**src/crsq_pkg.sv**
```systemverilog
// Shared types and codes of the coalescing retry send queue.
package crsq_pkg;

	localparam int CMD_W  = 8;
	localparam int TEMP_W = 11;
	localparam int CNT3_W = 3;

	typedef enum logic [1:0] {
		KIND_PUSH  = 2'd0,
		KIND_DONE  = 2'd1,
		KIND_FAIL  = 2'd2,
		KIND_TIMER = 2'd3
	} kind_t;

	typedef enum logic [1:0] {
		ACT_SEND       = 2'd0,
		ACT_RETRY_WAIT = 2'd1,
		ACT_DROPPED    = 2'd2
	} action_t;

	localparam logic [1:0] CFG_STATUS_CODE   = 2'd0;
	localparam logic [1:0] CFG_POSITION_CODE = 2'd1;
	localparam logic [1:0] CFG_RETRY_LIMIT   = 2'd2;

	// Result request from the sequencer to the output register.
	typedef struct packed {
		logic    valid;
		action_t action;
		logic    gave;
	} emit_req_t;

endpackage

```
**src/crsq_store.sv**
```systemverilog
// Entry storage: one write port, one indexed read port, fixed head read.
module crsq_store #(
	parameter int QUEUE_DEPTH = 4,
	localparam int IDX_W = (QUEUE_DEPTH > 1) ? $clog2(QUEUE_DEPTH) : 1
) (
	input  logic                                 clk,
	input  logic                                 wr_en,
	input  logic                                 wr_cmd_only,
	input  logic [IDX_W-1:0]                     wr_idx,
	input  logic [crsq_pkg::CMD_W-1:0]           wr_cmd,
	input  logic signed [crsq_pkg::TEMP_W-1:0]   wr_temp,
	input  logic [IDX_W-1:0]                     rd_idx,
	output logic [crsq_pkg::CMD_W-1:0]           rd_cmd,
	output logic signed [crsq_pkg::TEMP_W-1:0]   rd_temp,
	output logic [crsq_pkg::CMD_W-1:0]           head_cmd,
	output logic signed [crsq_pkg::TEMP_W-1:0]   head_temp
);

	logic [crsq_pkg::CMD_W-1:0]         cmd_q  [QUEUE_DEPTH];
	logic signed [crsq_pkg::TEMP_W-1:0] temp_q [QUEUE_DEPTH];

	always_ff @(posedge clk) begin
		if (wr_en) begin
			cmd_q[wr_idx] <= wr_cmd;
			if (!wr_cmd_only) begin
				temp_q[wr_idx] <= wr_temp;
			end
		end
	end

	assign rd_cmd    = cmd_q[rd_idx];
	assign rd_temp   = temp_q[rd_idx];
	assign head_cmd  = cmd_q[0];
	assign head_temp = temp_q[0];

endmodule

```
**src/crsq_seq.sv**
```systemverilog
// Sequencer: decodes one event, scans / appends / shifts entries with a shared compare.
module crsq_seq #(
	parameter int QUEUE_DEPTH = 4,
	localparam int IDX_W = (QUEUE_DEPTH > 1) ? $clog2(QUEUE_DEPTH) : 1,
	localparam int CNT_W = $clog2(QUEUE_DEPTH + 1)
) (
	input  logic                                 clk,
	input  logic                                 arst_n,
	input  logic                                 in_valid,
	output logic                                 in_stall,
	input  logic [1:0]                           kind,
	input  logic [crsq_pkg::CMD_W-1:0]           command,
	input  logic signed [crsq_pkg::TEMP_W-1:0]   temperature,
	input  logic [crsq_pkg::CMD_W-1:0]           status_code,
	input  logic [crsq_pkg::CMD_W-1:0]           position_code,
	input  logic [crsq_pkg::CNT3_W-1:0]          retry_limit,
	input  logic                                 out_free,
	output crsq_pkg::emit_req_t                  emit,
	output logic [crsq_pkg::CNT3_W-1:0]          retry,
	output logic [CNT_W-1:0]                     count,
	output logic                                 wr_en,
	output logic                                 wr_cmd_only,
	output logic [IDX_W-1:0]                     wr_idx,
	output logic [crsq_pkg::CMD_W-1:0]           wr_cmd,
	output logic signed [crsq_pkg::TEMP_W-1:0]   wr_temp,
	output logic [IDX_W-1:0]                     rd_idx,
	input  logic [crsq_pkg::CMD_W-1:0]           rd_cmd,
	input  logic signed [crsq_pkg::TEMP_W-1:0]   rd_temp
);

	typedef enum logic [5:0] {
		ST_IDLE   = 6'b000001,
		ST_CHECK  = 6'b000010,
		ST_SCAN   = 6'b000100,
		ST_APPEND = 6'b001000,
		ST_SHIFT  = 6'b010000,
		ST_EMIT   = 6'b100000
	} state_t;

	state_t                             state_q, state_d;
	crsq_pkg::kind_t                    kind_q;
	logic [crsq_pkg::CMD_W-1:0]         cmd_q;
	logic signed [crsq_pkg::TEMP_W-1:0] temp_q;
	logic [IDX_W-1:0]                   ptr_q, ptr_d;
	logic [CNT_W-1:0]                   count_q, count_d;
	logic [crsq_pkg::CNT3_W-1:0]        retry_q, retry_d;
	crsq_pkg::action_t                  action_q, action_d;
	logic                               gave_q, gave_d;

	logic [CNT_W-1:0]           ptr_nx;
	logic [crsq_pkg::CMD_W-1:0] cmp_code;
	logic                       is_req;

	// shared request-code comparator
	assign cmp_code = (state_q == ST_SCAN) ? rd_cmd : cmd_q;
	assign is_req   = (cmp_code == status_code) || (cmp_code == position_code);
	assign ptr_nx   = CNT_W'(ptr_q) + CNT_W'(1);

	always_comb begin
		state_d     = state_q;
		ptr_d       = ptr_q;
		count_d     = count_q;
		retry_d     = retry_q;
		action_d    = action_q;
		gave_d      = gave_q;
		wr_en       = 1'b0;
		wr_cmd_only = 1'b0;
		wr_idx      = ptr_q;
		wr_cmd      = cmd_q;
		wr_temp     = temp_q;
		rd_idx      = ptr_q;
		unique case (state_q)
			ST_IDLE: begin
				if (in_valid) begin
					state_d = ST_CHECK;
				end
			end
			ST_CHECK: begin
				ptr_d    = '0;
				gave_d   = 1'b0;
				action_d = crsq_pkg::ACT_SEND;
				unique case (kind_q)
					crsq_pkg::KIND_PUSH: begin
						state_d = (is_req && count_q != '0) ? ST_SCAN : ST_APPEND;
					end
					crsq_pkg::KIND_DONE: begin
						retry_d = '0;
						state_d = (count_q == '0) ? ST_IDLE : ST_SHIFT;
					end
					crsq_pkg::KIND_FAIL: begin
						if (count_q == '0) begin
							state_d = ST_IDLE;
						end else if (retry_q >= retry_limit) begin
							retry_d = '0;
							gave_d  = 1'b1;
							state_d = ST_SHIFT;
						end else begin
							retry_d  = retry_q + 3'd1;
							action_d = crsq_pkg::ACT_RETRY_WAIT;
							state_d  = ST_EMIT;
						end
					end
					crsq_pkg::KIND_TIMER: begin
						state_d = (count_q == '0) ? ST_IDLE : ST_EMIT;
					end
					default: state_d = ST_IDLE;
				endcase
			end
			ST_SCAN: begin
				if (is_req) begin
					// coalesce: overwrite the command, keep the temperature
					wr_en       = 1'b1;
					wr_cmd_only = 1'b1;
					state_d     = ST_IDLE;
				end else if (ptr_nx == count_q) begin
					state_d = ST_APPEND;
				end else begin
					ptr_d = ptr_nx[IDX_W-1:0];
				end
			end
			ST_APPEND: begin
				if (count_q >= CNT_W'(QUEUE_DEPTH)) begin
					action_d = crsq_pkg::ACT_DROPPED;
					state_d  = ST_EMIT;
				end else begin
					wr_en   = 1'b1;
					wr_idx  = count_q[IDX_W-1:0];
					count_d = count_q + CNT_W'(1);
					if (count_q == '0) begin
						retry_d = '0;
						state_d = ST_EMIT;
					end else begin
						state_d = ST_IDLE;
					end
				end
			end
			ST_SHIFT: begin
				rd_idx = ptr_nx[IDX_W-1:0];
				if (ptr_nx < count_q) begin
					wr_en   = 1'b1;
					wr_cmd  = rd_cmd;
					wr_temp = rd_temp;
					ptr_d   = ptr_nx[IDX_W-1:0];
				end else begin
					count_d = count_q - CNT_W'(1);
					state_d = (count_q > CNT_W'(1)) ? ST_EMIT : ST_IDLE;
				end
			end
			ST_EMIT: begin
				if (out_free) begin
					state_d = ST_IDLE;
				end
			end
			default: state_d = ST_IDLE;
		endcase
	end

	always_ff @(posedge clk or negedge arst_n) begin
		if (!arst_n) begin
			state_q <= ST_IDLE;
			count_q <= '0;
			retry_q <= '0;
		end else begin
			state_q <= state_d;
			count_q <= count_d;
			retry_q <= retry_d;
		end
	end

	always_ff @(posedge clk) begin
		if (state_q == ST_IDLE && in_valid) begin
			kind_q <= crsq_pkg::kind_t'(kind);
			cmd_q  <= command;
			temp_q <= temperature;
		end
		ptr_q    <= ptr_d;
		action_q <= action_d;
		gave_q   <= gave_d;
	end

	assign in_stall    = (state_q != ST_IDLE);
	assign emit.valid  = (state_q == ST_EMIT);
	assign emit.action = action_q;
	assign emit.gave   = gave_q;
	assign retry       = retry_q;
	assign count       = count_q;

endmodule

```
**src/coalescing_retry_send_queue_top.sv**
```systemverilog
// Top level of the coalescing retry send queue: config registers, output register.
//
// - Input channel (in_valid / in_stall; kind, command, temperature): one event
//   per transaction: push a command, send done, send failed, retry timer expired.
// - Output channel (out_valid / out_stall; action ... gave_up): at most one
//   result per event: send the head, start a retry wait, or push dropped.
// - Config port (cfg_wr_en, cfg_index, cfg_data): write only while idle.
//   Index 0 status request code, 1 position request code, 2 retry limit.
// - One event at a time; a shared code comparator scans entries one per cycle
//   and a removal moves entries one per cycle. in_stall stays high while the
//   sequencer works on an event, including any wait in the emit step; the next
//   event is taken in the first cycle in_stall is low.
// - A result appears on out_valid in the cycle after the emit step loads it.
// - arst_n clears the queue, the retry count and the output register and
//   restores the config defaults. Entry storage is not cleared.
// - While out_stall holds a result, the next event is still accepted and only
//   waits in its emit step if it has a result to post.
module coalescing_retry_send_queue_top #(
	parameter int QUEUE_DEPTH = 4
) (
	input  logic                                 clk,
	input  logic                                 arst_n,
	input  logic                                 in_valid,
	output logic                                 in_stall,
	input  logic [1:0]                           kind,
	input  logic [crsq_pkg::CMD_W-1:0]           command,
	input  logic signed [crsq_pkg::TEMP_W-1:0]   temperature,
	output logic                                 out_valid,
	input  logic                                 out_stall,
	output logic [1:0]                           action,
	output logic [crsq_pkg::CMD_W-1:0]           send_command,
	output logic [9:0]                           send_temperature,
	output logic                                 temperature_present,
	output logic [crsq_pkg::CNT3_W-1:0]          attempts_so_far,
	output logic [crsq_pkg::CNT3_W-1:0]          queue_level,
	output logic                                 gave_up,
	input  logic                                 cfg_wr_en,
	input  logic [1:0]                           cfg_index,
	input  logic [crsq_pkg::CMD_W-1:0]           cfg_data
);

	localparam int IDX_W = (QUEUE_DEPTH > 1) ? $clog2(QUEUE_DEPTH) : 1;
	localparam int CNT_W = $clog2(QUEUE_DEPTH + 1);

	// config registers
	logic [crsq_pkg::CMD_W-1:0]  status_code_q;
	logic [crsq_pkg::CMD_W-1:0]  position_code_q;
	logic [crsq_pkg::CNT3_W-1:0] retry_limit_q;

	always_ff @(posedge clk or negedge arst_n) begin
		if (!arst_n) begin
			status_code_q   <= 8'd0;
			position_code_q <= 8'd1;
			retry_limit_q   <= 3'd5;
		end else if (cfg_wr_en) begin
			unique case (cfg_index)
				crsq_pkg::CFG_STATUS_CODE:   status_code_q   <= cfg_data;
				crsq_pkg::CFG_POSITION_CODE: position_code_q <= cfg_data;
				crsq_pkg::CFG_RETRY_LIMIT:   retry_limit_q   <= cfg_data[2:0];
				default: ;
			endcase
		end
	end

	crsq_pkg::emit_req_t                emit;
	logic [crsq_pkg::CNT3_W-1:0]        retry;
	logic [CNT_W-1:0]                   count;
	logic                               wr_en, wr_cmd_only;
	logic [IDX_W-1:0]                   wr_idx, rd_idx;
	logic [crsq_pkg::CMD_W-1:0]         wr_cmd, rd_cmd, head_cmd;
	logic signed [crsq_pkg::TEMP_W-1:0] wr_temp, rd_temp, head_temp;
	logic                               out_free, load;

	crsq_store #(.QUEUE_DEPTH(QUEUE_DEPTH)) u_store (
		.clk         (clk),
		.wr_en       (wr_en),
		.wr_cmd_only (wr_cmd_only),
		.wr_idx      (wr_idx),
		.wr_cmd      (wr_cmd),
		.wr_temp     (wr_temp),
		.rd_idx      (rd_idx),
		.rd_cmd      (rd_cmd),
		.rd_temp     (rd_temp),
		.head_cmd    (head_cmd),
		.head_temp   (head_temp)
	);

	crsq_seq #(.QUEUE_DEPTH(QUEUE_DEPTH)) u_seq (
		.clk           (clk),
		.arst_n        (arst_n),
		.in_valid      (in_valid),
		.in_stall      (in_stall),
		.kind          (kind),
		.command       (command),
		.temperature   (temperature),
		.status_code   (status_code_q),
		.position_code (position_code_q),
		.retry_limit   (retry_limit_q),
		.out_free      (out_free),
		.emit          (emit),
		.retry         (retry),
		.count         (count),
		.wr_en         (wr_en),
		.wr_cmd_only   (wr_cmd_only),
		.wr_idx        (wr_idx),
		.wr_cmd        (wr_cmd),
		.wr_temp       (wr_temp),
		.rd_idx        (rd_idx),
		.rd_cmd        (rd_cmd),
		.rd_temp       (rd_temp)
	);

	// output register: free when empty or being taken this cycle
	logic                        out_valid_q;
	logic [1:0]                  action_q;
	logic [crsq_pkg::CMD_W-1:0]  send_command_q;
	logic [9:0]                  send_temperature_q;
	logic                        temperature_present_q;
	logic [crsq_pkg::CNT3_W-1:0] attempts_q;
	logic [crsq_pkg::CNT3_W-1:0] level_q;
	logic                        gave_up_q;

	assign out_free = !out_valid_q || !out_stall;
	assign load     = emit.valid && out_free;

	always_ff @(posedge clk or negedge arst_n) begin
		if (!arst_n) begin
			out_valid_q <= 1'b0;
		end else if (load) begin
			out_valid_q <= 1'b1;
		end else if (!out_stall) begin
			out_valid_q <= 1'b0;
		end
	end

	// a negative temperature (sign bit set) means none
	always_ff @(posedge clk) begin
		if (load) begin
			action_q              <= emit.action;
			send_command_q        <= head_cmd;
			temperature_present_q <= !head_temp[crsq_pkg::TEMP_W-1];
			send_temperature_q    <= head_temp[crsq_pkg::TEMP_W-1] ? 10'd0 : head_temp[9:0];
			attempts_q            <= retry;
			level_q               <= crsq_pkg::CNT3_W'(count);
			gave_up_q             <= emit.gave;
		end
	end

	assign out_valid           = out_valid_q;
	assign action              = action_q;
	assign send_command        = send_command_q;
	assign send_temperature    = send_temperature_q;
	assign temperature_present = temperature_present_q;
	assign attempts_so_far     = attempts_q;
	assign queue_level         = level_q;
	assign gave_up             = gave_up_q;

	// queue never holds more than its depth
	a_count_bound: assert property (@(posedge clk) disable iff (!arst_n)
		count <= CNT_W'(QUEUE_DEPTH))
		else $error("queue count above depth");

	// a dropped push is only reported on a full queue
	a_drop_full: assert property (@(posedge clk) disable iff (!arst_n)
		(out_valid && action == crsq_pkg::ACT_DROPPED)
			|-> (queue_level == crsq_pkg::CNT3_W'(QUEUE_DEPTH)))
		else $error("dropped push with queue not full");

	// a reported give-up always comes with a send of the next head
	a_gave_send: assert property (@(posedge clk) disable iff (!arst_n)
		(out_valid && gave_up) |-> (action == crsq_pkg::ACT_SEND && attempts_so_far == 3'd0))
		else $error("give-up without send of next head");

	// new events are taken only when no result is pending in the sequencer
	a_accept_idle: assert property (@(posedge clk) disable iff (!arst_n)
		!in_stall |-> !emit.valid)
		else $error("event accepted while a result is pending");

endmodule

```
**config.mk**
```make
export PLATFORM = sky130hd
export DESIGN_NAME = coalescing_retry_send_queue_top
export DESIGN_NICKNAME = d
export VERILOG_FILES = /design/src/crsq_pkg.sv /design/src/crsq_store.sv /design/src/crsq_seq.sv /design/src/coalescing_retry_send_queue_top.sv
export SDC_FILE = /design/constraint.sdc
export NUM_CORES = 1
export LEC_CHECK = 0
export BUFFER_PORTS_ARGS = -buffer_cell sky130_fd_sc_hd__buf_4
export CAP_MARGIN = 20
export CORE_ASPECT_RATIO = 0.5
export CORE_MARGIN = 2
export CORE_UTILIZATION = 45
export DETAILED_ROUTE_END_ITERATION = 7
export PLACE_DENSITY_LB_ADDON = 0.1
export SLEW_MARGIN = 40
export SYNTH_ARGS = -nofsm -noshare
export SYNTH_HDL_FRONTEND = slang
export SYNTH_SLANG_ARGS = --single-unit
```
**constraint.sdc**
```tcl
create_clock -name clk -period 5.5 [get_ports clk]
set_clock_uncertainty 0.05 [all_clocks]
set_input_delay 0.55 -clock clk [delete_from_list [all_inputs] [get_ports clk]]
set_output_delay 0.55 -clock clk [all_outputs]
set_load 0.02 [all_outputs]
```
==> run_summary.xml <==
<?xml version="1.0" encoding="UTF-8"?>
<metrics>
  <group name="run_status">
    <metric name="outcome" unit="">finished with violations</metric>
    <metric name="failed_checks" unit="">hold timing</metric>
  </group>
  <group name="floorplanning">
    <metric name="die-width" unit="um">192</metric>
    <metric name="floorplan.die.height" unit="um">97.8</metric>
    <metric name="initial_cell_density_of_the_core" unit="%">45.7</metric>
    <metric name="floorplan.die_area" unit="um^2">18700</metric>
    <metric name="num_rows" unit="">34</metric>
    <metric name="design.core.area" unit="um^2">17300</metric>
    <metric name="io-pin-count" unit="">66</metric>
  </group>
  <group name="critical_path">
    <metric name="critical_path_class" unit="">flop to flop</metric>
    <metric name="worst-path-max-fanout" unit="">16</metric>
    <metric name="worstPathCellList" unit="">or4_1 &gt; nor2_8 &gt; mux2_1 &gt; or3_1 &gt; a2111oi_1 &gt; a32oi_1 &gt; a21oi_1</metric>
    <metric name="cp_slowest_cell" unit="">or4_1</metric>
    <metric name="crit_path_launch_type" unit="">flop</metric>
    <metric name="crit_family" unit="">simple AND/OR/NAND/NOR gates</metric>
    <metric name="timing.rr.start" unit="">u_seq.state_q[1]</metric>
    <metric name="critPathCaptureType" unit="">flop</metric>
    <metric name="largest_stage_delay_on_the_critical_path" unit="ns">0.93</metric>
    <metric name="r2r_setup_slack" unit="ns">1.24</metric>
    <metric name="timing.critical_path.arrival" unit="ns">4.27</metric>
    <metric name="regToRegEndpoint" unit="">u_store.cmd_q[3][2]</metric>
    <metric name="critical_path_buf_inv_count" unit="">0</metric>
    <metric name="reg2reg_depth" unit="">7</metric>
    <metric name="worst-endpoint-required" unit="ns">5.51</metric>
  </group>
  <group name="cells_and_area">
    <metric name="antennaDiodeCount" unit="">0</metric>
    <metric name="fillers" unit="">1442</metric>
    <metric name="design_area" unit="um^2">9350</metric>
    <metric name="area.growth.synth_to_final" unit="%">18.2</metric>
    <metric name="layout-drive-gt1-share" unit="%">29.1</metric>
    <metric name="finalNetCount" unit="">710</metric>
  </group>
  <group name="place">
    <metric name="placement.io_buffers" unit="">65</metric>
    <metric name="gpl_congestion" unit="">0.860</metric>
    <metric name="placed_cell_area" unit="um^2">8730</metric>
    <metric name="dpl.hpwl" unit="mm">12.9</metric>
  </group>
  <group name="drt">
    <metric name="detail_route.drc_violations" unit="">0</metric>
    <metric name="detail-route-antenna-nets" unit="">0</metric>
    <metric name="detail_route.iter0.violations" unit="">449</metric>
    <metric name="drt-wirelength-per-cell" unit="um">20.7</metric>
    <metric name="first_pass_iters" unit="">5</metric>
    <metric name="dr_total_vias" unit="">5120</metric>
    <metric name="routed_wirelength" unit="mm">18.7</metric>
    <metric name="detail_route.vias_per_cell" unit="">5.67</metric>
  </group>
  <group name="synthesis">
    <metric name="synth.area.top_cells" unit="">edfxtp_1 49%, dfrtp_1 8.9%, mux2_2 6.0%</metric>
    <metric name="yosysUniqueCellTypes" unit="">71</metric>
    <metric name="synth-edff-count" unit="">130</metric>
    <metric name="synthesis.instances" unit="">582</metric>
    <metric name="yosys_warnings" unit="">0</metric>
    <metric name="synth-seq-area-share" unit="%">59.5</metric>
    <metric name="yosys.cell_count.top_type" unit="">edfxtp_1</metric>
    <metric name="share_of_yosys_cell_area_claimed_by_the_top_area_cell_type" unit="%">49.3</metric>
    <metric name="synth_async_sr_flop_share" unit="%">19.8</metric>
    <metric name="synthesis.area" unit="um^2">7910</metric>
    <metric name="postSynthNetCount" unit="">636</metric>
    <metric name="synth_top_area_cell" unit="">edfxtp_1</metric>
    <metric name="mean_cell_area_of_the_mapped_netlist" unit="um^2">13.6</metric>
    <metric name="yosys-top-cells-count" unit="">130 x edfxtp_1, 42 x mux2_2, 33 x nor2_1</metric>
    <metric name="ys_ff_latch" unit="">162</metric>
    <metric name="yosys_most_used_dff" unit="">edfxtp_1</metric>
  </group>
  <group name="sta">
    <metric name="hold_viol" unit="">3</metric>
    <metric name="timing.final.crit_period" unit="ns">4.26</metric>
    <metric name="clock.fmax" unit="GHz">0.235</metric>
    <metric name="relative_slew_margins" unit="%">47.6</metric>
    <metric name="report.final.slew_viol_count" unit="">0</metric>
    <metric name="setup-tns-final" unit="ns">0</metric>
    <metric name="max_slew.worst_pin.slew" unit="ns">0.786</metric>
    <metric name="rsz0062_at_grt" unit="">false</metric>
    <metric name="layout_worst_path_cycle_share" unit="%">77.5</metric>
    <metric name="worst_hold_margin" unit="ns">-0.00610</metric>
    <metric name="setup_viol_count_final" unit="">0</metric>
  </group>
  <group name="grt">
    <metric name="grt_usage" unit="%">21.1</metric>
    <metric name="grt.overflow.total" unit="">0</metric>
    <metric name="grt_start_max_net_pins" unit="">46</metric>
    <metric name="antenna_violations_before_repair" unit="">0</metric>
    <metric name="via_count_of_the_first_global_routing_pass" unit="">4962</metric>
    <metric name="grt_first_pass_wirelength" unit="mm">29.1</metric>
  </group>
  <group name="clock_tree">
    <metric name="clockBufferDepth" unit="">2</metric>
    <metric name="tritoncts_clock_tree" unit="">done</metric>
    <metric name="cts-hold-fix-buffers" unit="">0</metric>
    <metric name="number_of_buffers_added_by_the_clock_tree_synthesis_step" unit="">17</metric>
    <metric name="clk_pin_slew_worst_setup_hold_paths" unit="ns">0.07</metric>
    <metric name="cts_root_buffer" unit="">clkbuf_16</metric>
    <metric name="clkLatencyLatePin" unit="ns">0.43</metric>
    <metric name="cts.sinks" unit="">162</metric>
    <metric name="cts_max_level" unit="">4</metric>
    <metric name="post_cts_setup_buffers" unit="">0</metric>
    <metric name="cts_resized" unit="">0</metric>
  </group>
  <group name="min_path">
    <metric name="hp-class" unit="">input port to async pin</metric>
  </group>
  <group name="power">
    <metric name="p_per_area" unit="nW/um^2">393</metric>
    <metric name="p_total" unit="mW">3.68</metric>
    <metric name="vdd.ir_drop.worst" unit="V">0.000262</metric>
    <metric name="power.static_leakage" unit="nW">3.38</metric>
  </group>
  <group name="job">
    <metric name="drv.max_cap_violation_count" unit="">0</metric>
  </group>
</metrics>
-- power by group --
part	switching [mW]	total (mW)	internal, mW
Clock	0.536	1.22	0.684
Combinational	0.487	0.845	0.357
Sequential	0.129	1.61	1.48
Total	1.15	3.68	2.53
-- worst max-delay path by stage --
stage | from | endpoint | slack (ns) | cells past startpoint
finish | u_seq.state_q[1] | u_store.cmd_q[3][2] | 1.24 | 7
global route | u_seq.state_q[1] | u_store.cmd_q[3][2] | 1.04 | 7
CTS | u_seq.ptr_q[1] | u_store.cmd_q[2][2] | 0.86 | 8
detailed placement | u_seq.ptr_q[1] | u_store.cmd_q[2][3] | 0.87 | 8
global placement | u_seq.ptr_q[1] | u_store.cmd_q[2][3] | 1.20 | 8
floorplan | u_seq.state_q[1] | u_store.cmd_q[2][0] | 2.06 | 8
-- routing by layer --
layer	wire (um)	GRT usage (%)	share of wire, %
met5	0	0	0
met4	187	6.15	1.0
met3	1020	4.96	5.4
met2	7520	28.1	40
met1	9950	33.9	53
-- cell usage in the layout (no fill, tap or decap), drive strengths merged, types with 5 or more instances in the layout --
master,n
buf,79
nor3,10
o21ai,26
nor2b,14
a31oi,6
mux2i,10
ha,18
edfxtp,130
mux2,44
a21oi,22
nor4,9
dfrtp,28
clkbuf,19
nand2,28
and2,7
mux4,15
and3,5
o22ai,15
nand3,18
nand2b,5
xnor2,22
a311oi,5
inv,21
a221oi,6
nor3b,6
nand4,5
nor2,34
-- per-stage QoR --
stage	worst slack [ns]	instances	hold WS, ns	util (%)
6_report	1.24	903	-0.00610	54.0
5_1_grt	1.04	903	0.0140	54.0
4_1_cts	0.862	901	0.00266	53.9
3_5_place_dp	0.871	869	0.356	50.4
3_3_place_gp	1.20	867	0.355	50.1
2_1_floorplan	2.06	582	0.204	-
-- registers in the layout, summed over array words and instances (netlist names) --
signal	count
action	2
attempts_so_far	3
gave_up	1
out_valid	1
position_code_q	8
queue_level	3
retry_limit_q	3
send_command	8
send_temperature	10
status_code_q	8
temperature_present	1
u_seq.action_q	2
u_seq.cmd_q	8
u_seq.count	3
u_seq.gave_q	1
u_seq.kind_q	2
u_seq.ptr_q	2
u_seq.retry	3
u_seq.state_q	6
u_seq.temp_q	11
u_store.cmd_q	32
u_store.temp_q	44
-- layout make-up --
type,count,area (um^2),share of cell area (%)
flip-flops and latches,162,4710,50.3
multi-input cells,380,3070,32.8
repair buffers,80,629,6.73
clock buffers,18,429,4.59
well taps,234,293,3.13
clock inverters,14,170,1.82
inverters,15,56.3,0.602
-- kinds of logic (layout without fill, tap and decap cells) --
kind of cell / after synthesis / after routing / share of synthesized area [%]
mux: 69 / 69 / 11.8
xor+xnor: 24 / 24 / 2.66
simple gates: 156 / 156 / 11.3
compound gates: 113 / 113 / 9.65
fa+ha+maj: 18 / 18 / 2.85
flops: 162 / 162 / 59.5
buf+inv: 40 / 127 / 2.28
(Power assumes the default switching activity.)
